[config.mk]
export PLATFORM = sky130hd
export DESIGN_NAME = aes_ctrl
export DESIGN_NICKNAME = d
export VERILOG_FILES = /design/src/sv/aes_pkg.sv /design/src/sv/aes_ctrl.sv
export SDC_FILE = /design/constraint.sdc
export NUM_CORES = 1
export LEC_CHECK = 0
export ABC_AREA = 1
export BUFFER_PORTS_ARGS = -buffer_cell sky130_fd_sc_hd__buf_2
export CORE_AREA = 2 2 39 41
export DETAILED_ROUTE_END_ITERATION = 7
export DIE_AREA = 0 0 41 43
export GPL_TIMING_DRIVEN = 1
export MAX_ROUTING_LAYER = met4
export PLACE_DENSITY = 0.56
export SETUP_SLACK_MARGIN = 0.15
export SYNTH_ARGS = -nofsm -noshare
export SYNTH_HDL_FRONTEND = slang
export SYNTH_SLANG_ARGS = --single-unit
[constraint.sdc]
create_clock -name clk -period 1.5 [get_ports clk]
set_input_delay 0.15 -clock clk [delete_from_list [all_inputs] [get_ports clk]]
set_output_delay 0.15 -clock clk [all_outputs]
set_load 0.03 [all_outputs]
[src/sv/aes_pkg.sv]
// Shared types, constants and functions for the AES-128 ECB block.
// Depends on nothing; every other file uses it by scoped names.
package aes_pkg;

  localparam int ROUNDS = 10;
  localparam int RND_W  = $clog2(ROUNDS + 1);

  localparam logic [1:0] CFG_KEY_UPPER = 2'd0;
  localparam logic [1:0] CFG_KEY_LOWER = 2'd1;
  localparam logic [1:0] CFG_DIRECTION = 2'd2;

  typedef logic [127:0] state_t;

  // controller to datapath
  typedef struct packed {
    logic                  load;      // capture input item, do the first key add
    logic                  do_round;  // one round step
    logic                  last;      // final round (no mix)
    logic                  dec;
  } dp_cmd_t;

  typedef struct packed {
    logic       start;        // begin key expansion
  } ks_cmd_t;

  typedef struct packed {
    logic busy;
  } ks_sts_t;

  localparam logic [7:0] SBOX [256] = '{
    8'h63,8'h7c,8'h77,8'h7b,8'hf2,8'h6b,8'h6f,8'hc5,8'h30,8'h01,8'h67,8'h2b,8'hfe,8'hd7,8'hab,8'h76,
    8'hca,8'h82,8'hc9,8'h7d,8'hfa,8'h59,8'h47,8'hf0,8'had,8'hd4,8'ha2,8'haf,8'h9c,8'ha4,8'h72,8'hc0,
    8'hb7,8'hfd,8'h93,8'h26,8'h36,8'h3f,8'hf7,8'hcc,8'h34,8'ha5,8'he5,8'hf1,8'h71,8'hd8,8'h31,8'h15,
    8'h04,8'hc7,8'h23,8'hc3,8'h18,8'h96,8'h05,8'h9a,8'h07,8'h12,8'h80,8'he2,8'heb,8'h27,8'hb2,8'h75,
    8'h09,8'h83,8'h2c,8'h1a,8'h1b,8'h6e,8'h5a,8'ha0,8'h52,8'h3b,8'hd6,8'hb3,8'h29,8'he3,8'h2f,8'h84,
    8'h53,8'hd1,8'h00,8'hed,8'h20,8'hfc,8'hb1,8'h5b,8'h6a,8'hcb,8'hbe,8'h39,8'h4a,8'h4c,8'h58,8'hcf,
    8'hd0,8'hef,8'haa,8'hfb,8'h43,8'h4d,8'h33,8'h85,8'h45,8'hf9,8'h02,8'h7f,8'h50,8'h3c,8'h9f,8'ha8,
    8'h51,8'ha3,8'h40,8'h8f,8'h92,8'h9d,8'h38,8'hf5,8'hbc,8'hb6,8'hda,8'h21,8'h10,8'hff,8'hf3,8'hd2,
    8'hcd,8'h0c,8'h13,8'hec,8'h5f,8'h97,8'h44,8'h17,8'hc4,8'ha7,8'h7e,8'h3d,8'h64,8'h5d,8'h19,8'h73,
    8'h60,8'h81,8'h4f,8'hdc,8'h22,8'h2a,8'h90,8'h88,8'h46,8'hee,8'hb8,8'h14,8'hde,8'h5e,8'h0b,8'hdb,
    8'he0,8'h32,8'h3a,8'h0a,8'h49,8'h06,8'h24,8'h5c,8'hc2,8'hd3,8'hac,8'h62,8'h91,8'h95,8'he4,8'h79,
    8'he7,8'hc8,8'h37,8'h6d,8'h8d,8'hd5,8'h4e,8'ha9,8'h6c,8'h56,8'hf4,8'hea,8'h65,8'h7a,8'hae,8'h08,
    8'hba,8'h78,8'h25,8'h2e,8'h1c,8'ha6,8'hb4,8'hc6,8'he8,8'hdd,8'h74,8'h1f,8'h4b,8'hbd,8'h8b,8'h8a,
    8'h70,8'h3e,8'hb5,8'h66,8'h48,8'h03,8'hf6,8'h0e,8'h61,8'h35,8'h57,8'hb9,8'h86,8'hc1,8'h1d,8'h9e,
    8'he1,8'hf8,8'h98,8'h11,8'h69,8'hd9,8'h8e,8'h94,8'h9b,8'h1e,8'h87,8'he9,8'hce,8'h55,8'h28,8'hdf,
    8'h8c,8'ha1,8'h89,8'h0d,8'hbf,8'he6,8'h42,8'h68,8'h41,8'h99,8'h2d,8'h0f,8'hb0,8'h54,8'hbb,8'h16
  };

  localparam logic [7:0] INV_SBOX [256] = '{
    8'h52,8'h09,8'h6a,8'hd5,8'h30,8'h36,8'ha5,8'h38,8'hbf,8'h40,8'ha3,8'h9e,8'h81,8'hf3,8'hd7,8'hfb,
    8'h7c,8'he3,8'h39,8'h82,8'h9b,8'h2f,8'hff,8'h87,8'h34,8'h8e,8'h43,8'h44,8'hc4,8'hde,8'he9,8'hcb,
    8'h54,8'h7b,8'h94,8'h32,8'ha6,8'hc2,8'h23,8'h3d,8'hee,8'h4c,8'h95,8'h0b,8'h42,8'hfa,8'hc3,8'h4e,
    8'h08,8'h2e,8'ha1,8'h66,8'h28,8'hd9,8'h24,8'hb2,8'h76,8'h5b,8'ha2,8'h49,8'h6d,8'h8b,8'hd1,8'h25,
    8'h72,8'hf8,8'hf6,8'h64,8'h86,8'h68,8'h98,8'h16,8'hd4,8'ha4,8'h5c,8'hcc,8'h5d,8'h65,8'hb6,8'h92,
    8'h6c,8'h70,8'h48,8'h50,8'hfd,8'hed,8'hb9,8'hda,8'h5e,8'h15,8'h46,8'h57,8'ha7,8'h8d,8'h9d,8'h84,
    8'h90,8'hd8,8'hab,8'h00,8'h8c,8'hbc,8'hd3,8'h0a,8'hf7,8'he4,8'h58,8'h05,8'hb8,8'hb3,8'h45,8'h06,
    8'hd0,8'h2c,8'h1e,8'h8f,8'hca,8'h3f,8'h0f,8'h02,8'hc1,8'haf,8'hbd,8'h03,8'h01,8'h13,8'h8a,8'h6b,
    8'h3a,8'h91,8'h11,8'h41,8'h4f,8'h67,8'hdc,8'hea,8'h97,8'hf2,8'hcf,8'hce,8'hf0,8'hb4,8'he6,8'h73,
    8'h96,8'hac,8'h74,8'h22,8'he7,8'had,8'h35,8'h85,8'he2,8'hf9,8'h37,8'he8,8'h1c,8'h75,8'hdf,8'h6e,
    8'h47,8'hf1,8'h1a,8'h71,8'h1d,8'h29,8'hc5,8'h89,8'h6f,8'hb7,8'h62,8'h0e,8'haa,8'h18,8'hbe,8'h1b,
    8'hfc,8'h56,8'h3e,8'h4b,8'hc6,8'hd2,8'h79,8'h20,8'h9a,8'hdb,8'hc0,8'hfe,8'h78,8'hcd,8'h5a,8'hf4,
    8'h1f,8'hdd,8'ha8,8'h33,8'h88,8'h07,8'hc7,8'h31,8'hb1,8'h12,8'h10,8'h59,8'h27,8'h80,8'hec,8'h5f,
    8'h60,8'h51,8'h7f,8'ha9,8'h19,8'hb5,8'h4a,8'h0d,8'h2d,8'he5,8'h7a,8'h9f,8'h93,8'hc9,8'h9c,8'hef,
    8'ha0,8'he0,8'h3b,8'h4d,8'hae,8'h2a,8'hf5,8'hb0,8'hc8,8'heb,8'hbb,8'h3c,8'h83,8'h53,8'h99,8'h61,
    8'h17,8'h2b,8'h04,8'h7e,8'hba,8'h77,8'hd6,8'h26,8'he1,8'h69,8'h14,8'h63,8'h55,8'h21,8'h0c,8'h7d
  };

  localparam logic [7:0] RCON [ROUNDS] = '{
    8'h01,8'h02,8'h04,8'h08,8'h10,8'h20,8'h40,8'h80,8'h1b,8'h36
  };

  function automatic logic [7:0] xt(input logic [7:0] a);
    xt = {a[6:0], 1'b0} ^ (a[7] ? 8'h1b : 8'h00);
  endfunction

  function automatic logic [31:0] sub_word(input logic [31:0] w);
    sub_word = {SBOX[w[31:24]], SBOX[w[23:16]], SBOX[w[15:8]], SBOX[w[7:0]]};
  endfunction

  // byte i of the state sits at bits 127-8i
  function automatic logic [7:0] sb(input state_t s, input int i);
    sb = s[127-8*i -: 8];
  endfunction

  function automatic state_t fwd_round(input state_t s, input logic last);
    state_t t;
    state_t m;
    logic [7:0] a0, a1, a2, a3;
    for (int r = 0; r < 4; r++) begin
      for (int c = 0; c < 4; c++) begin
        t[127-8*(r+4*c) -: 8] = SBOX[sb(s, r + 4*((c+r) & 3))];
      end
    end
    for (int c = 0; c < 4; c++) begin
      a0 = sb(t, 4*c); a1 = sb(t, 4*c+1); a2 = sb(t, 4*c+2); a3 = sb(t, 4*c+3);
      m[127-8*(4*c)   -: 8] = xt(a0) ^ xt(a1) ^ a1 ^ a2 ^ a3;
      m[127-8*(4*c+1) -: 8] = a0 ^ xt(a1) ^ xt(a2) ^ a2 ^ a3;
      m[127-8*(4*c+2) -: 8] = a0 ^ a1 ^ xt(a2) ^ xt(a3) ^ a3;
      m[127-8*(4*c+3) -: 8] = xt(a0) ^ a0 ^ a1 ^ a2 ^ xt(a3);
    end
    fwd_round = last ? t : m;
  endfunction

  // inverse shift + inverse sub
  function automatic state_t inv_sub_shift(input state_t s);
    state_t t;
    for (int r = 0; r < 4; r++) begin
      for (int c = 0; c < 4; c++) begin
        t[127-8*(r + 4*((c+r) & 3)) -: 8] = INV_SBOX[sb(s, r+4*c)];
      end
    end
    inv_sub_shift = t;
  endfunction

  function automatic state_t inv_mix(input state_t s);
    state_t m;
    logic [7:0] a [4];
    logic [7:0] x2 [4];
    logic [7:0] x4 [4];
    logic [7:0] x8 [4];
    for (int c = 0; c < 4; c++) begin
      for (int r = 0; r < 4; r++) begin
        a[r] = sb(s, 4*c+r);
        x2[r] = xt(a[r]);
        x4[r] = xt(x2[r]);
        x8[r] = xt(x4[r]);
      end
      for (int r = 0; r < 4; r++) begin
        m[127-8*(4*c+r) -: 8] =
          (x8[r] ^ x4[r] ^ x2[r]) ^
          (x8[(r+1)&3] ^ x2[(r+1)&3] ^ a[(r+1)&3]) ^
          (x8[(r+2)&3] ^ x4[(r+2)&3] ^ a[(r+2)&3]) ^
          (x8[(r+3)&3] ^ a[(r+3)&3]);
      end
    end
    inv_mix = m;
  endfunction

endpackage

[src/sv/aes_ctrl.sv]
// Sequencer: accepts an item, steps ten rounds, presents the result.
// Uses aes_pkg.
module aes_ctrl (
  input  logic                   clk,
  input  logic                   rst_n,
  input  logic                   in_valid,
  output logic                   in_ready,
  output logic                   out_valid,
  input  logic                   out_ready,
  input  logic                   dec,
  input  aes_pkg::ks_sts_t       ks_sts,
  output aes_pkg::dp_cmd_t       cmd,
  output logic [aes_pkg::RND_W-1:0] key_rnd
);

  localparam logic [1:0] S_IDLE = 2'd0;
  localparam logic [1:0] S_RUN  = 2'd1;
  localparam logic [1:0] S_OUT  = 2'd2;

  logic [1:0]               state_r, state_nxt;
  logic [aes_pkg::RND_W-1:0] rnd_r, rnd_nxt;
  logic                     take;

  assign in_ready  = (state_r == S_IDLE) && !ks_sts.busy;
  assign take      = in_valid && in_ready;
  assign out_valid = (state_r == S_OUT);

  // rnd_r numbers the round being stepped, 1..ROUNDS while in S_RUN
  always_comb begin
    cmd.load     = take;
    cmd.do_round = (state_r == S_RUN);
    cmd.last     = (rnd_r == aes_pkg::RND_W'(aes_pkg::ROUNDS));
    cmd.dec      = dec;
    if (state_r == S_RUN) begin
      key_rnd = dec ? aes_pkg::RND_W'(aes_pkg::ROUNDS) - rnd_r : rnd_r;
    end else begin
      key_rnd = dec ? aes_pkg::RND_W'(aes_pkg::ROUNDS) : '0;
    end
  end

  always_comb begin
    state_nxt = state_r;
    rnd_nxt   = rnd_r;
    unique case (state_r)
      S_IDLE: begin
        if (take) begin
          state_nxt = S_RUN;
          rnd_nxt   = aes_pkg::RND_W'(1);
        end
      end
      S_RUN: begin
        rnd_nxt = rnd_r + aes_pkg::RND_W'(1);
        if (rnd_r == aes_pkg::RND_W'(aes_pkg::ROUNDS)) begin
          state_nxt = S_OUT;
        end
      end
      S_OUT: begin
        if (out_ready) begin
          state_nxt = S_IDLE;
        end
      end
      default: state_nxt = S_IDLE;
    endcase
  end

  always_ff @(posedge clk) begin
    if (!rst_n) begin
      state_r <= S_IDLE;
      rnd_r   <= '0;
    end else begin
      state_r <= state_nxt;
      rnd_r   <= rnd_nxt;
    end
  end

  a_round_bound: assert property (@(posedge clk) disable iff (!rst_n)
    (state_r == S_RUN) |-> (rnd_r >= aes_pkg::RND_W'(1)) &&
                           (rnd_r <= aes_pkg::RND_W'(aes_pkg::ROUNDS)))
    else $error("round counter out of range");
  a_run_to_out: assert property (@(posedge clk) disable iff (!rst_n)
    (state_r == S_RUN && rnd_r == aes_pkg::RND_W'(aes_pkg::ROUNDS)) |=> (state_r == S_OUT))
    else $error("last round did not present result");
  a_no_take_busy: assert property (@(posedge clk) disable iff (!rst_n)
    take |-> !ks_sts.busy)
    else $error("item taken during key expansion");

endmodule

After elaboration in Yosys (flattened, before gate mapping) --
Index checks and enable logic that the tools add are counted.
Cells by class: bitwise operators 0, mux-type cells 9, shift-type cells 0, add/sub/neg operators 2, div/mod/pow operators 0, reductions and logical operators 7, multipliers 0, magnitude comparators 0, equal/unequal tests 6
Operator list (count):
- $mux W4 | 4
- $pmux W4 S2 | 1
- $mux W2 | 3
- $pmux W2 S3 | 1
- $add A4 B1 Y4 const B | 1
- $eq A4 B4 Y1 const B | 1
- $ne A2 B2 Y1 const B | 2
- $sub A4 B4 Y4 const A | 1
- $reduce_and A3 Y1 | 1
- $eq A2 B1 Y1 const B | 1
- $eq A2 B2 Y1 const B | 1
- $logic_and A1 B1 Y1 | 2
- $logic_not A2 Y1 | 1
- $ne A2 B1 Y1 const B | 1
- $reduce_and A2 Y1 | 1
- $reduce_bool A2 Y1 | 1
- $logic_not A1 Y1 | 1
Word-level totals: register bits 6, word-level logic and storage cells 26, memory bits (read-only) 0, memories kept 0, output and inout bits 10, bits in latches 0, input bits 6, RAM bits 0

Depth between registers and ports, before layout --
depth in word-level cells 5, mapped depth 7, depth with buffers taken out 7

Worst setup path after synthesis --
Ideal clock, no wire load.
path type flip-flop to output port, from register state_r[1], to output port key_rnd[3] in the netlist's numbering, arrival 1.246 ns, required time 1.350 ns, path buffers 0, stages on the path, launching flop included 5, slack 0.104 ns, cells stage by stage dfxtp_1 inv_2 nand2_2 inv_4 o21ai_0
Between the ends: cells in the longest elaborated chain, start to end 2
RTL lines:
- from (decl) | line aes_ctrl.sv:20 | logic [1:0] state_r, state_nxt;
- from (signal assigned) | line aes_ctrl.sv:71 | state_r <= state_nxt;
- $eq A2 B1 Y1 | line aes_ctrl.sv:34 | if (state_r == S_RUN) begin
- $mux W4 | line aes_ctrl.sv:34
- to (decl) | line aes_ctrl.sv:13 | output logic [aes_pkg::RND_W-1:0] key_rnd
Every way passes these cells.

Worst setup path in the final report --
from register rnd_r[0] in the netlist's numbering, to output port key_rnd[1] in the netlist's numbering
Between the ends: cells in the longest elaborated chain, start to end 3
RTL lines:
- from (decl) | line aes_ctrl.sv:21 | logic [aes_pkg::RND_W-1:0] rnd_r, rnd_nxt;
- from (signal assigned) | line aes_ctrl.sv:72 | rnd_r <= rnd_nxt;
- $sub A4 B4 Y4 | line aes_ctrl.sv:35 | key_rnd = dec ? aes_pkg::RND_W'(aes_pkg::ROUNDS) - rnd_r : rnd_r;
- $mux W4 | line aes_ctrl.sv:35
- $mux W4 | line aes_ctrl.sv:34
Every way passes these cells.

==> impl_metrics.json <==
{
  "drcViolationCount": 0,
  "synth_area_sq_um": 423,
  "routedWlPerCell_um": 10.0,
  "ir_drop_v": 0.000386,
  "drive_above_1_share": 0.540,
  "fin_crit_sh": 0.959,
  "min_period_ns": 1.44,
  "ioPinCount": 16,
  "arrival_ns": 1.29,
  "crit_chain": "inv_2 > ha_4 > or2_4 > nand2_2 > nand2_2 > buf_6",
  "worst_pin_slew_ns": 0.162,
  "grt_pass1_wl_um": 1570,
  "criticalPathCategory": "reg2out",
  "grt-ovfl-total": 0,
  "critPathRequiredTime_ns": 1.35,
  "fp.dieArea_sq_um": 1760,
  "clockBufferDepth": 2,
  "dr.pass1.iters": 4,
  "max-slew-margin-rel": 0.892,
  "clock-root-buffer": "clkbuf_4",
  "cts_tree": "done",
  "finalHoldViolCount": 0,
  "rsz0062_at_grt": "true",
  "antenna_cells": 0,
  "maxCapViolations": 0,
  "hpwl_um": 696,
  "clk_latency_ns": 0.24,
  "synth.largest_area_cell": "dfxtp_1",
  "routed_wl_um": 1030,
  "status": "complete, no violations",
  "synth_nets": 73,
  "vias": 477,
  "setup_viol": 0,
  "ff2ff_path_depth": 5,
  "gp_congestion": 0.740,
  "antenna_found_initial": 0,
  "max_freq_mhz": 695,
  "cpMostUsedCell": "nand2_2",
  "seq_area_frac_synth": 0.284,
  "viasPerCell": 4.63,
  "start_kind": "register",
  "num_rows": 14,
  "yosysWarningCount": 0,
  "coreArea_sq_um": 1380,
  "yosys-top-cells-area": "dfxtp_1 (28%), nand3_1 (13%), nand2_1 (9.8%), ha_1 (8.9%), inv_1 (8.0%)",
  "rrSetupSlack_ns": 0.37,
  "numCtsBuffers": 3,
  "wl_met1_um": 456,
  "drv_slew": 0,
  "route.met3.wl_um": 71,
  "grt_max_degree": 11,
  "power.total_uw": 460,
  "fill_cells": 153,
  "hold_class": "in2reg",
  "ctsHoldBuffers": 0,
  "highest_layer": "met3",
  "die_x_um": 41,
  "final_nets": 98,
  "syn-instance-count": 64,
  "ys_ff_latch": 6,
  "initial_core_util": 0.306,
  "synth_edf_count": 0,
  "drtIter0Drc": 10,
  "synthArstFlopShare": 0,
  "cp-end-kind": "output pin",
  "drtAntennaViolNets": 0,
  "synth_top_cell_area_share": 0.284,
  "finalSetupTns_ns": 0,
  "io_buffer_count": 15,
  "p_leak_uw": 0.000322,
  "cp_slowest_stage_delay_ns": 0.33,
  "grt_usage": 0.138,
  "area_growth_pct": 53.8,
  "cts_sinks": 6,
  "ctsHtreeMaxLevel": 1,
  "crit_path_max_fanout": 2,
  "power_density_nw_per_um2": 707,
  "synth_ff_type": "dfxtp_1",
  "first_global_vias": 398,
  "synth_common_cells": "nand2_1 (11), nand3_1 (11), inv_1 (9)",
  "fp.dieH_um": 43,
  "clock_skew_ns": 0.00359,
  "avgSynthCellArea_sq_um": 6.61,
  "wl_met2_um": 505,
  "hold_depth": 3,
  "clk_pin_slew_ns": 0.04,
  "worst_path_max_delay_cell": "dfxtp_2",
  "ys_types": 18
}
-- path summary, 6_finish.rpt --
check,startpoint,end
max reg2reg,rnd_r[0],rnd_r[1]
min reg2reg,rnd_r[3],rnd_r[3]
min,rst_n,rnd_r[0]
max,rnd_r[0],key_rnd[1]
-- layout make-up --
| class | count | area, sq um | area share |
|---|---|---|---|
| Tap cell | 16 | 20.0 | 0.0308 |
| Clock buffer | 3 | 22.5 | 0.0346 |
| Inverter | 11 | 43.8 | 0.0673 |
| Timing Repair Buffer | 23 | 163 | 0.250 |
| Multi-Input combinational cell | 44 | 277 | 0.425 |
| Sequential cell | 6 | 125 | 0.192 |
-- layout by cell type, fill, tap and decap left out --
master,synthesis,final
a21oi_1,4,3
a21oi_2,1,2
buf_2,0,10
buf_4,3,8
buf_6,0,4
clkbuf_4,0,4
dfxtp_1,6,2
dfxtp_2,0,4
ha_1,3,1
ha_2,0,1
ha_4,0,1
inv_1,9,7
inv_2,1,3
inv_4,1,1
nand2_1,11,8
nand2_2,1,4
nand3_1,11,10
nand3_2,0,1
nand3b_1,1,1
nand4_1,2,2
nor2_1,5,3
nor2_2,0,2
nor3_1,1,1
o21ai_1,2,2
o21ai_2,0,1
or2_4,1,1
-- per-stage QoR --
step | instance area [sq um] | util | instances | hold slack, ns | worst slack, ns
2_1_floorplan | 428 | - | 64 | 0.281 | 0.177
3_3_place_gp | 515 | 0.373 | 94 | 0.404 | 0.175
3_5_place_dp | 515 | 0.373 | 94 | 0.403 | 0.159
5_1_grt | 651 | 0.470 | 103 | 0.179 | 0.0111
4_1_cts | 616 | 0.445 | 102 | 0.150 | 0.0500
6_report | 651 | 0.470 | 103 | 0.160 | 0.0612
-- power breakdown --
part	leakage [uW]	total, uW	switching (uW)	internal [uW]
sequential	0.0000505	173	5.80	167
combinational	0.000258	140	79.2	61.0
clock	0.0000138	146	55.9	90.3
-- what timing repair did --
action                     4_1_cts  5_1_grt
pin swaps                        3        0
setup endpoints to repair        3        5
setup buffers                    5        1
gates resized for setup         13       11
-- worst max-delay path: cells and delay by family, from the launching register on --
| family | cells | cell delay, ns |
|---|---|---|
| flops | 1 | 0.33 |
| simple gates | 3 | 0.33 |
| buf+inv | 2 | 0.18 |
| fa+ha+maj | 1 | 0.20 |
-- routing by layer --
| metal | track usage | vias to the layer above |
|---|---|---|
| met1 | 0.168 | 208 |
| li1 | - | 255 |
| met3 | 0.0785 | 0 |
| met5 | - | - |
| met2 | 0.194 | 14 |
| met4 | 0.0333 | 0 |
-- cell families after synthesis --
family,count (synthesis),synth area share
buf+inv,14,0.157
simple gates,33,0.367
compound gates,8,0.104
flops,6,0.284
fa+ha+maj,3,0.0888
-- sequential cells by signal, indices dropped and copies added, names as in the netlist --
| signal | count |
|---|---|
| rnd_r | 4 |
| state_r | 2 |
Note: power is estimated with default switching activity, not from simulation.
