===== config.mk =====
export PLATFORM = sky130hd
export DESIGN_NAME = aes_key_sched
export DESIGN_NICKNAME = d
export VERILOG_FILES = /design/src/sv/aes_pkg.sv /design/src/sv/aes_key_sched.sv
export SDC_FILE = /design/constraint.sdc
export NUM_CORES = 2
export LEC_CHECK = 0
export BUFFER_PORTS_ARGS = -buffer_cell sky130_fd_sc_hd__buf_2
export CORE_MARGIN = 2
export CORE_UTILIZATION = 40
export CTS_CLUSTER_DIAMETER = 80
export DETAILED_ROUTE_END_ITERATION = 8
export MAX_ROUTING_LAYER = met4
export PLACE_DENSITY_LB_ADDON = 0.1
export SETUP_SLACK_MARGIN = 0.5
export SLEW_MARGIN = 10
export SYNTH_ARGS = -nofsm -noshare
export SYNTH_HDL_FRONTEND = slang
export SYNTH_SLANG_ARGS = --single-unit

===== constraint.sdc =====
create_clock -name clk -period 23.1 [get_ports clk]
set_input_delay 4.62 -clock clk [delete_from_list [all_inputs] [get_ports clk]]
set_output_delay 4.62 -clock clk [all_outputs]
set_load 0.005 [all_outputs]

===== src/sv/aes_pkg.sv =====
// Shared types, constants and functions for the AES-128 ECB block.
// Depends on nothing; every other file uses it by scoped names.
package aes_pkg;

  localparam int ROUNDS = 10;
  localparam int RND_W  = $clog2(ROUNDS + 1);

  localparam logic [1:0] CFG_KEY_UPPER = 2'd0;
  localparam logic [1:0] CFG_KEY_LOWER = 2'd1;
  localparam logic [1:0] CFG_DIRECTION = 2'd2;

  typedef logic [127:0] state_t;

  // controller to datapath
  typedef struct packed {
    logic                  load;      // capture input item, do the first key add
    logic                  do_round;  // one round step
    logic                  last;      // final round (no mix)
    logic                  dec;
  } dp_cmd_t;

  typedef struct packed {
    logic       start;        // begin key expansion
  } ks_cmd_t;

  typedef struct packed {
    logic busy;
  } ks_sts_t;

  localparam logic [7:0] SBOX [256] = '{
    8'h63,8'h7c,8'h77,8'h7b,8'hf2,8'h6b,8'h6f,8'hc5,8'h30,8'h01,8'h67,8'h2b,8'hfe,8'hd7,8'hab,8'h76,
    8'hca,8'h82,8'hc9,8'h7d,8'hfa,8'h59,8'h47,8'hf0,8'had,8'hd4,8'ha2,8'haf,8'h9c,8'ha4,8'h72,8'hc0,
    8'hb7,8'hfd,8'h93,8'h26,8'h36,8'h3f,8'hf7,8'hcc,8'h34,8'ha5,8'he5,8'hf1,8'h71,8'hd8,8'h31,8'h15,
    8'h04,8'hc7,8'h23,8'hc3,8'h18,8'h96,8'h05,8'h9a,8'h07,8'h12,8'h80,8'he2,8'heb,8'h27,8'hb2,8'h75,
    8'h09,8'h83,8'h2c,8'h1a,8'h1b,8'h6e,8'h5a,8'ha0,8'h52,8'h3b,8'hd6,8'hb3,8'h29,8'he3,8'h2f,8'h84,
    8'h53,8'hd1,8'h00,8'hed,8'h20,8'hfc,8'hb1,8'h5b,8'h6a,8'hcb,8'hbe,8'h39,8'h4a,8'h4c,8'h58,8'hcf,
    8'hd0,8'hef,8'haa,8'hfb,8'h43,8'h4d,8'h33,8'h85,8'h45,8'hf9,8'h02,8'h7f,8'h50,8'h3c,8'h9f,8'ha8,
    8'h51,8'ha3,8'h40,8'h8f,8'h92,8'h9d,8'h38,8'hf5,8'hbc,8'hb6,8'hda,8'h21,8'h10,8'hff,8'hf3,8'hd2,
    8'hcd,8'h0c,8'h13,8'hec,8'h5f,8'h97,8'h44,8'h17,8'hc4,8'ha7,8'h7e,8'h3d,8'h64,8'h5d,8'h19,8'h73,
    8'h60,8'h81,8'h4f,8'hdc,8'h22,8'h2a,8'h90,8'h88,8'h46,8'hee,8'hb8,8'h14,8'hde,8'h5e,8'h0b,8'hdb,
    8'he0,8'h32,8'h3a,8'h0a,8'h49,8'h06,8'h24,8'h5c,8'hc2,8'hd3,8'hac,8'h62,8'h91,8'h95,8'he4,8'h79,
    8'he7,8'hc8,8'h37,8'h6d,8'h8d,8'hd5,8'h4e,8'ha9,8'h6c,8'h56,8'hf4,8'hea,8'h65,8'h7a,8'hae,8'h08,
    8'hba,8'h78,8'h25,8'h2e,8'h1c,8'ha6,8'hb4,8'hc6,8'he8,8'hdd,8'h74,8'h1f,8'h4b,8'hbd,8'h8b,8'h8a,
    8'h70,8'h3e,8'hb5,8'h66,8'h48,8'h03,8'hf6,8'h0e,8'h61,8'h35,8'h57,8'hb9,8'h86,8'hc1,8'h1d,8'h9e,
    8'he1,8'hf8,8'h98,8'h11,8'h69,8'hd9,8'h8e,8'h94,8'h9b,8'h1e,8'h87,8'he9,8'hce,8'h55,8'h28,8'hdf,
    8'h8c,8'ha1,8'h89,8'h0d,8'hbf,8'he6,8'h42,8'h68,8'h41,8'h99,8'h2d,8'h0f,8'hb0,8'h54,8'hbb,8'h16
  };

  localparam logic [7:0] INV_SBOX [256] = '{
    8'h52,8'h09,8'h6a,8'hd5,8'h30,8'h36,8'ha5,8'h38,8'hbf,8'h40,8'ha3,8'h9e,8'h81,8'hf3,8'hd7,8'hfb,
    8'h7c,8'he3,8'h39,8'h82,8'h9b,8'h2f,8'hff,8'h87,8'h34,8'h8e,8'h43,8'h44,8'hc4,8'hde,8'he9,8'hcb,
    8'h54,8'h7b,8'h94,8'h32,8'ha6,8'hc2,8'h23,8'h3d,8'hee,8'h4c,8'h95,8'h0b,8'h42,8'hfa,8'hc3,8'h4e,
    8'h08,8'h2e,8'ha1,8'h66,8'h28,8'hd9,8'h24,8'hb2,8'h76,8'h5b,8'ha2,8'h49,8'h6d,8'h8b,8'hd1,8'h25,
    8'h72,8'hf8,8'hf6,8'h64,8'h86,8'h68,8'h98,8'h16,8'hd4,8'ha4,8'h5c,8'hcc,8'h5d,8'h65,8'hb6,8'h92,
    8'h6c,8'h70,8'h48,8'h50,8'hfd,8'hed,8'hb9,8'hda,8'h5e,8'h15,8'h46,8'h57,8'ha7,8'h8d,8'h9d,8'h84,
    8'h90,8'hd8,8'hab,8'h00,8'h8c,8'hbc,8'hd3,8'h0a,8'hf7,8'he4,8'h58,8'h05,8'hb8,8'hb3,8'h45,8'h06,
    8'hd0,8'h2c,8'h1e,8'h8f,8'hca,8'h3f,8'h0f,8'h02,8'hc1,8'haf,8'hbd,8'h03,8'h01,8'h13,8'h8a,8'h6b,
    8'h3a,8'h91,8'h11,8'h41,8'h4f,8'h67,8'hdc,8'hea,8'h97,8'hf2,8'hcf,8'hce,8'hf0,8'hb4,8'he6,8'h73,
    8'h96,8'hac,8'h74,8'h22,8'he7,8'had,8'h35,8'h85,8'he2,8'hf9,8'h37,8'he8,8'h1c,8'h75,8'hdf,8'h6e,
    8'h47,8'hf1,8'h1a,8'h71,8'h1d,8'h29,8'hc5,8'h89,8'h6f,8'hb7,8'h62,8'h0e,8'haa,8'h18,8'hbe,8'h1b,
    8'hfc,8'h56,8'h3e,8'h4b,8'hc6,8'hd2,8'h79,8'h20,8'h9a,8'hdb,8'hc0,8'hfe,8'h78,8'hcd,8'h5a,8'hf4,
    8'h1f,8'hdd,8'ha8,8'h33,8'h88,8'h07,8'hc7,8'h31,8'hb1,8'h12,8'h10,8'h59,8'h27,8'h80,8'hec,8'h5f,
    8'h60,8'h51,8'h7f,8'ha9,8'h19,8'hb5,8'h4a,8'h0d,8'h2d,8'he5,8'h7a,8'h9f,8'h93,8'hc9,8'h9c,8'hef,
    8'ha0,8'he0,8'h3b,8'h4d,8'hae,8'h2a,8'hf5,8'hb0,8'hc8,8'heb,8'hbb,8'h3c,8'h83,8'h53,8'h99,8'h61,
    8'h17,8'h2b,8'h04,8'h7e,8'hba,8'h77,8'hd6,8'h26,8'he1,8'h69,8'h14,8'h63,8'h55,8'h21,8'h0c,8'h7d
  };

  localparam logic [7:0] RCON [ROUNDS] = '{
    8'h01,8'h02,8'h04,8'h08,8'h10,8'h20,8'h40,8'h80,8'h1b,8'h36
  };

  function automatic logic [7:0] xt(input logic [7:0] a);
    xt = {a[6:0], 1'b0} ^ (a[7] ? 8'h1b : 8'h00);
  endfunction

  function automatic logic [31:0] sub_word(input logic [31:0] w);
    sub_word = {SBOX[w[31:24]], SBOX[w[23:16]], SBOX[w[15:8]], SBOX[w[7:0]]};
  endfunction

  // byte i of the state sits at bits 127-8i
  function automatic logic [7:0] sb(input state_t s, input int i);
    sb = s[127-8*i -: 8];
  endfunction

  function automatic state_t fwd_round(input state_t s, input logic last);
    state_t t;
    state_t m;
    logic [7:0] a0, a1, a2, a3;
    for (int r = 0; r < 4; r++) begin
      for (int c = 0; c < 4; c++) begin
        t[127-8*(r+4*c) -: 8] = SBOX[sb(s, r + 4*((c+r) & 3))];
      end
    end
    for (int c = 0; c < 4; c++) begin
      a0 = sb(t, 4*c); a1 = sb(t, 4*c+1); a2 = sb(t, 4*c+2); a3 = sb(t, 4*c+3);
      m[127-8*(4*c)   -: 8] = xt(a0) ^ xt(a1) ^ a1 ^ a2 ^ a3;
      m[127-8*(4*c+1) -: 8] = a0 ^ xt(a1) ^ xt(a2) ^ a2 ^ a3;
      m[127-8*(4*c+2) -: 8] = a0 ^ a1 ^ xt(a2) ^ xt(a3) ^ a3;
      m[127-8*(4*c+3) -: 8] = xt(a0) ^ a0 ^ a1 ^ a2 ^ xt(a3);
    end
    fwd_round = last ? t : m;
  endfunction

  // inverse shift + inverse sub
  function automatic state_t inv_sub_shift(input state_t s);
    state_t t;
    for (int r = 0; r < 4; r++) begin
      for (int c = 0; c < 4; c++) begin
        t[127-8*(r + 4*((c+r) & 3)) -: 8] = INV_SBOX[sb(s, r+4*c)];
      end
    end
    inv_sub_shift = t;
  endfunction

  function automatic state_t inv_mix(input state_t s);
    state_t m;
    logic [7:0] a [4];
    logic [7:0] x2 [4];
    logic [7:0] x4 [4];
    logic [7:0] x8 [4];
    for (int c = 0; c < 4; c++) begin
      for (int r = 0; r < 4; r++) begin
        a[r] = sb(s, 4*c+r);
        x2[r] = xt(a[r]);
        x4[r] = xt(x2[r]);
        x8[r] = xt(x4[r]);
      end
      for (int r = 0; r < 4; r++) begin
        m[127-8*(4*c+r) -: 8] =
          (x8[r] ^ x4[r] ^ x2[r]) ^
          (x8[(r+1)&3] ^ x2[(r+1)&3] ^ a[(r+1)&3]) ^
          (x8[(r+2)&3] ^ x4[(r+2)&3] ^ a[(r+2)&3]) ^
          (x8[(r+3)&3] ^ a[(r+3)&3]);
      end
    end
    inv_mix = m;
  endfunction

endpackage


===== src/sv/aes_key_sched.sv =====
// Round key store: eleven 128-bit round keys in registers, one round key
// generated per cycle. Uses aes_pkg.
module aes_key_sched (
  input  logic                               clk,
  input  logic                               rst_n,
  input  aes_pkg::ks_cmd_t                   cmd,
  input  logic [127:0]                       key,
  input  logic [aes_pkg::RND_W-1:0]          rd_rnd,
  output logic [127:0]                       rd_key,
  output aes_pkg::ks_sts_t                   sts
);

  logic [127:0]              rk_r [aes_pkg::ROUNDS + 1];
  logic [aes_pkg::RND_W-1:0] idx_r, idx_nxt;
  logic                      busy_r, busy_nxt;
  logic [127:0]              prev;
  logic [31:0]               t;
  logic [31:0]               w0, w1, w2, w3;
  logic [3:0]                rc_idx;

  // next round key from the previous one, four words chained
  always_comb begin
    prev   = rk_r[idx_r - aes_pkg::RND_W'(1)];
    rc_idx = 4'(idx_r - aes_pkg::RND_W'(1));
    t  = aes_pkg::sub_word({prev[23:0], prev[31:24]}) ^ {aes_pkg::RCON[rc_idx], 24'd0};
    w0 = prev[127:96] ^ t;
    w1 = prev[95:64]  ^ w0;
    w2 = prev[63:32]  ^ w1;
    w3 = prev[31:0]   ^ w2;
  end

  always_comb begin
    busy_nxt = busy_r;
    idx_nxt  = idx_r;
    if (cmd.start) begin
      busy_nxt = 1'b1;
      idx_nxt  = aes_pkg::RND_W'(1);
    end else if (busy_r) begin
      if (idx_r == aes_pkg::RND_W'(aes_pkg::ROUNDS)) begin
        busy_nxt = 1'b0;
      end else begin
        idx_nxt = idx_r + aes_pkg::RND_W'(1);
      end
    end
  end

  always_ff @(posedge clk) begin
    if (!rst_n) begin
      busy_r <= 1'b1;
      idx_r  <= aes_pkg::RND_W'(1);
    end else begin
      busy_r <= busy_nxt;
      idx_r  <= idx_nxt;
    end
  end

  always_ff @(posedge clk) begin
    if (!rst_n || cmd.start) begin
      rk_r[0] <= rst_n ? key : 128'd0;
    end else if (busy_r) begin
      rk_r[idx_r] <= {w0, w1, w2, w3};
    end
  end

  assign rd_key   = rk_r[rd_rnd];
  assign sts.busy = busy_r;

endmodule


Word level (Yosys, flattened, before mapping):

Memory sizes are Yosys's and may differ from the RTL's.
Index checks and enable logic that the tools add are counted.

* word-level logic and storage cells: 54
* memories kept: 6
* output and inout bits: 129
* register bits: 5
* ROM bits: 8320
* RAM bits: 1408
* bits of input ports: 135

Memory list
* (name not given): words 256, bits a word 8, rd ports 1, clocked after Yosys merged registers in 0, wr ports 0, line aes_pkg.sv:77 `sub_word = {SBOX[w[31:24]], SBOX[w[23:16]], SBOX[w[15:8]], SBOX[w[7:0]]};`
* (name not given): words 256, bits a word 8, rd ports 1, clocked after Yosys merged registers in 0, wr ports 0, line aes_pkg.sv:77
* (name not given): words 256, bits a word 8, rd ports 1, clocked after Yosys merged registers in 0, wr ports 0, line aes_pkg.sv:77
* (name not given): words 256, bits a word 8, rd ports 1, clocked after Yosys merged registers in 0, wr ports 0, line aes_pkg.sv:77
* rk_r: words 11, bits a word 128, rd ports 2, clocked after Yosys merged registers in 0, wr ports 1, line aes_key_sched.sv:13 `logic [127:0] rk_r [aes_pkg::ROUNDS + 1];`
* (name not given): words 16, bits a word 8, rd ports 1, clocked after Yosys merged registers in 0, wr ports 0, line aes_key_sched.sv:25 `t = aes_pkg::sub_word({prev[23:0], prev[31:24]}) ^ {aes_pkg::RCON[rc_idx], 24'd0};`

* bitwise operators: 12
* multiplexer cells: 21
* reduce and logical (&&, ||, !) cells: 5
* magnitude comparators: 5
* eq/ne operators: 1
* add/subtract/negate cells: 2

Operators by type and width (count)
* two-way mux 128 bit: 2
* bitwise XOR 32 bit: 5
* OR reduction 128 bit: 1
* two-way mux 8 bit: 10
* >= comparator 9 bit (second input constant): 4
* inverter 8 -> 9 bit: 4
* two-way mux 1 bit: 8
* >= comparator 5 bit (second input constant): 1
* inverter 4 -> 5 bit: 1
* adder 4 x 1 -> 4 bit (second input constant): 1
* == test 4 bit (second input constant): 1
* two-way mux 4 bit: 1
* subtractor 4 x 1 -> 4 bit (second input constant): 1
* inverter 1 bit: 2
* AND reduction 2 bit: 1
* OR reduction 2 bit: 1
* zero test 1 bit: 1
* logical OR 1 bit: 1

Depth between registers and ports, before layout:

An unclocked memory read counts as a cell.

* word-level depth: 12
* mapped depth: 30
* mapped depth without buffers: 20

Worst setup path after synthesis:

Ideal clock, no wire load.

* path type: input to register
* start point: input rst_n
* end point: memory rk_r[10][0], enable pin
* path slack: 4692 ps
* arrival time: 17479 ps
* stages: 5
* library setup time: 929 ps
* buffers on the path: 1
* path through: nor2b_1 -> and2_1 -> clkbuf_1 -> nand2_1 -> nor4_1

* cells in the longest elaborated chain, start to end: 6
* elaborated cells on any way between the ends: 9
* classes of those cells: mux: 6; reduce/logical: 3

Ends and longest elaborated chain
* start, declared: line aes_key_sched.sv:5 `input logic rst_n,`
* zero test 1 bit *: line aes_key_sched.sv:58 `if (!rst_n || cmd.start) begin`
* logical OR 1 bit *: line aes_key_sched.sv:58
* two-way mux 1 bit: line aes_key_sched.sv:58
* two-way mux 1 bit (implied by the code): line aes_key_sched.sv:61 `rk_r[idx_r] <= {w0, w1, w2, w3};`
* OR reduction 128 bit (no line)
* two-way mux 4 bit (no line) / two-way mux 1 bit (equally long branches)
* end, declared: line aes_key_sched.sv:13

Every way passes the cells marked *; elsewhere a longest branch is shown, timed or not.

Worst setup path after layout:

* start point: input rd_rnd[0] (netlist bit)
* end point: output rd_key[107]

* cells in the longest elaborated chain, start to end: 1

Ends and longest elaborated chain
* start, declared: line aes_key_sched.sv:8 `input logic [aes_pkg::RND_W-1:0] rd_rnd,`
* memory (11 x 128 bit)
* end, declared: line aes_key_sched.sv:9 `output logic [127:0] rd_key,`

Every way passes these cells.

==> results.txt <==
Reg2Reg Setup Slack: 12.39 ns
CP Buf/Inv Count: 4
Hold Crit Class: register to register
Wirelength per Cell: 36.8 µm
Syn_area_per_cell: 13.0 µm²
Post-Syn Instances: 6365
Sequential power share: 32.2%
EDFF count, synth: 1408
DRT Wirelength: 342000 µm
Setup slack at placement: 10.26 ns
Most frequent cells in the layout: edfxtp_1, mux4_2, nand2_1
Root buf cell: clkbuf_16
Netlist Area Pre-Place: 82800 µm²
Syn. warnings: 0
RSZ-0062 raised after global routing: no
Clk_skew: 0.0899 ns
Sw frac: 41.3%
Syn nets: 6557
Die W: 459 µm
Clock Tree Buf Depth: 3
Most frequent cell on the critical path: mux4_2
Core area: 206000 µm²
Reg2reg path depth: 18
Worst-path clk slew: 0.06 ns
Register area share after synthesis: 51.2%
Final hold violation count: 0
P&R area growth vs syn: 11.6%
Psw: 4.18 mW
Setup TNS: 0 ns
Post-CTS Setup Bufs: 0
Synth unique cells: 106
Commonest non-fill, non-tap cell in the layout: edfxtp_1
Final nets: 6621
Final setup violation count: 0
DRT antenna net count: 0
Critical Path Sink Type: output pin
IO Count: 264
Fin worst setup slack: 10.23 ns
Hold-fix buffers at CTS: 0
Gate power share: 42.5%
Total number of vias: 63400
Worst Setup Path Type: input port to output pin
PD cells: 110 nW/µm²
Initial Utilization: 40.1%
Number of max-cap violations: 0
WP depth: 6
TritonCTS Sinks: 1413
Worst R2R End: rk_r[8][18]
First-pass GRT wire length: 478000 µm
DR pass1 iterations: 7
Port bufs: 263
H-Tree Level Count: 4
Worst path max stage delay: 0.75 ns
CP startpoint kind: input port
Worst path arrival time: 8.25 ns
Final period utilization: 55.7%
Setup crit start: rd_rnd[0]
CTS buffer count: 163
Die area: 211000 µm²
Clock network fraction of design power: 25.3%
Drc violations: 0
Critical path, cell by cell: buf_8 -> buf_4 -> buf_12 -> mux4_2 -> mux4_2 -> buf_2
Largest net degree at the start of global routing: 127
Top FF cell, synth: edfxtp_1
Fmax: 0.0777 GHz
Async SR Flop Fraction: 0%
Worst skew pair latency: 0.87 ns
Initial antenna violation count: 42
Req. time, crit path: 18.48 ns
Core Rows: 167
Int Pwr: 5.94 mW
Layout cells sized above 1: 24.4%
Critical path's top delay family: buffers and inverters
Crit Path Max Fanout: 120
Vias in the first global route: 61300
Total GRT Usage: 32.7%
Maximum vdd drop: 84.7 µV
CP endpoint: rd_key[107]
Minimum clock period: 12.87 ns
Worst Tran Pin Value: 1.37 ns
Max_slew headroom: 8.95%
Total grt overflow: 0
Vias/cell: 6.82
Post-CTS sizing: 0
DIE HEIGHT: 459 µm
HPWL after DPL: 216000 µm
CTS tree: done
Flops & latches, synth: 1413
Status: finished, final reports clean
FF-to-FF Start: idx_r[0]
Cell at the slowest stage of the critical path: buf_4
DRT iter0 DRCs: 9245
Final Max Tran Viols: 0
LEAKAGE: 31.1 nW
RePlAce Congestion: 1.01
==> worst reg2reg max path: stages, from the launching register on <==
cell and delay, ns:
dfxtp_4 0.86, inv_2 0.47, ha_4 0.83, buf_4 0.85
buf_4 0.78, mux2i_1 0.31, nand3_1 0.12, and4_1 0.34
a21oi_4 0.49, buf_4 0.68, a21oi_1 0.37, and2_1 0.26
o311ai_0 0.36, nand3_1 0.19, a22oi_1 0.95, xnor3_1 0.84
xnor2_1 1.01, xnor2_1 0.15, o21ai_1 0.55
==> through the flow <==
stage               power [mW]  hold slack (ns)  utilization, %  cell area [µm²]  std cells
floorplan                 5.70            0.617               -            82800       6365
global placement          7.49            0.703            42.2            87000       8968
detailed placement        7.47            0.704            42.2            87000       8968
CTS                       10.0            0.713            44.7            92300       9262
global route              10.4            0.763            44.7            92400       9286
finish                    10.1            0.740            44.7            92400       9290
==> per-layer routing <==
layer	share of wire, %	global-route usage (%)
met2	46	50.0
met5	0	-
met1	39	41.9
met4	5.1	14.2
met3	9.4	7.25
==> sequential cells by signal, summed over array words and instances (netlist names) <==
register  count
rk_r       1408
idx_r         4
sts           1
==> power groups by stage <==
stage | Clock, mW | Combinational (mW) | Sequential (mW)
2_1_floorplan | 0 | 2.42 | 3.28
3_3_place_gp | 0 | 4.19 | 3.30
3_5_place_dp | 0 | 4.16 | 3.31
4_1_cts | 2.60 | 4.18 | 3.25
5_1_grt | 2.70 | 4.46 | 3.27
6_report | 2.56 | 4.30 | 3.26
==> cell families (layout without fill, tap and decap cells) <==
kind of cell	after synthesis	in the layout	share of synthesized area (%)
DFF	1413	1413	51.2
and+or+nand+nor	1534	1534	8.20
adders and majority gates	57	57	0.861
muxes	972	972	21.2
buffers and inverters	636	829	3.67
xor gates and xnor gates	184	184	2.19
AOI/OAI and AO/OA	1569	1569	12.7
other	0	28	0
==> synthesized netlist by cell type (39+ instances only) <==
library cell  number  share of area, %
nand2_1          582               2.6
nor2_1           423               1.9
a211oi_1         102              0.92
xnor2_1          122               1.3
a221oi_1          41              0.43
mux2i_1          220               2.7
clkbuf_1         224               1.0
nor3_1           100              0.60
buf_4             70              0.63
mux2_2           143               1.9
o21ai_0          259               1.6
nand3_1          217               1.3
ha_1              57              0.86
a31oi_1          112              0.85
o211ai_1          86              0.78
mux4_2           608                17
a311oi_1          39              0.41
buf_1             81              0.37
edfxtp_1        1408                51
xor2_1            43              0.45
buf_2            204               1.2
a21oi_1          422               2.6
==> layout make-up <==
type	count	area, µm²
Antenna cell	28	70.1
Clock buffer	197	4290
Clock inverter	97	962
Fill cell	18700	114000
Inverter	38	145
Multi-Input combinational cell	4316	37900
Sequential cell	1413	42400
Tap cell	2704	3380
Timing Repair Buffer	497	3270
==> worst min path at each step <==
stage               startpoint        to  cells past startpoint
finish                     sts       sts                      2
CTS                        sts       sts                      2
global placement           sts       sts                      2
global route               sts       sts                      2
floorplan             idx_r[3]  idx_r[3]                      3
detailed placement         sts       sts                      2
No activity file was read; power rests on OpenSTA's default activity.
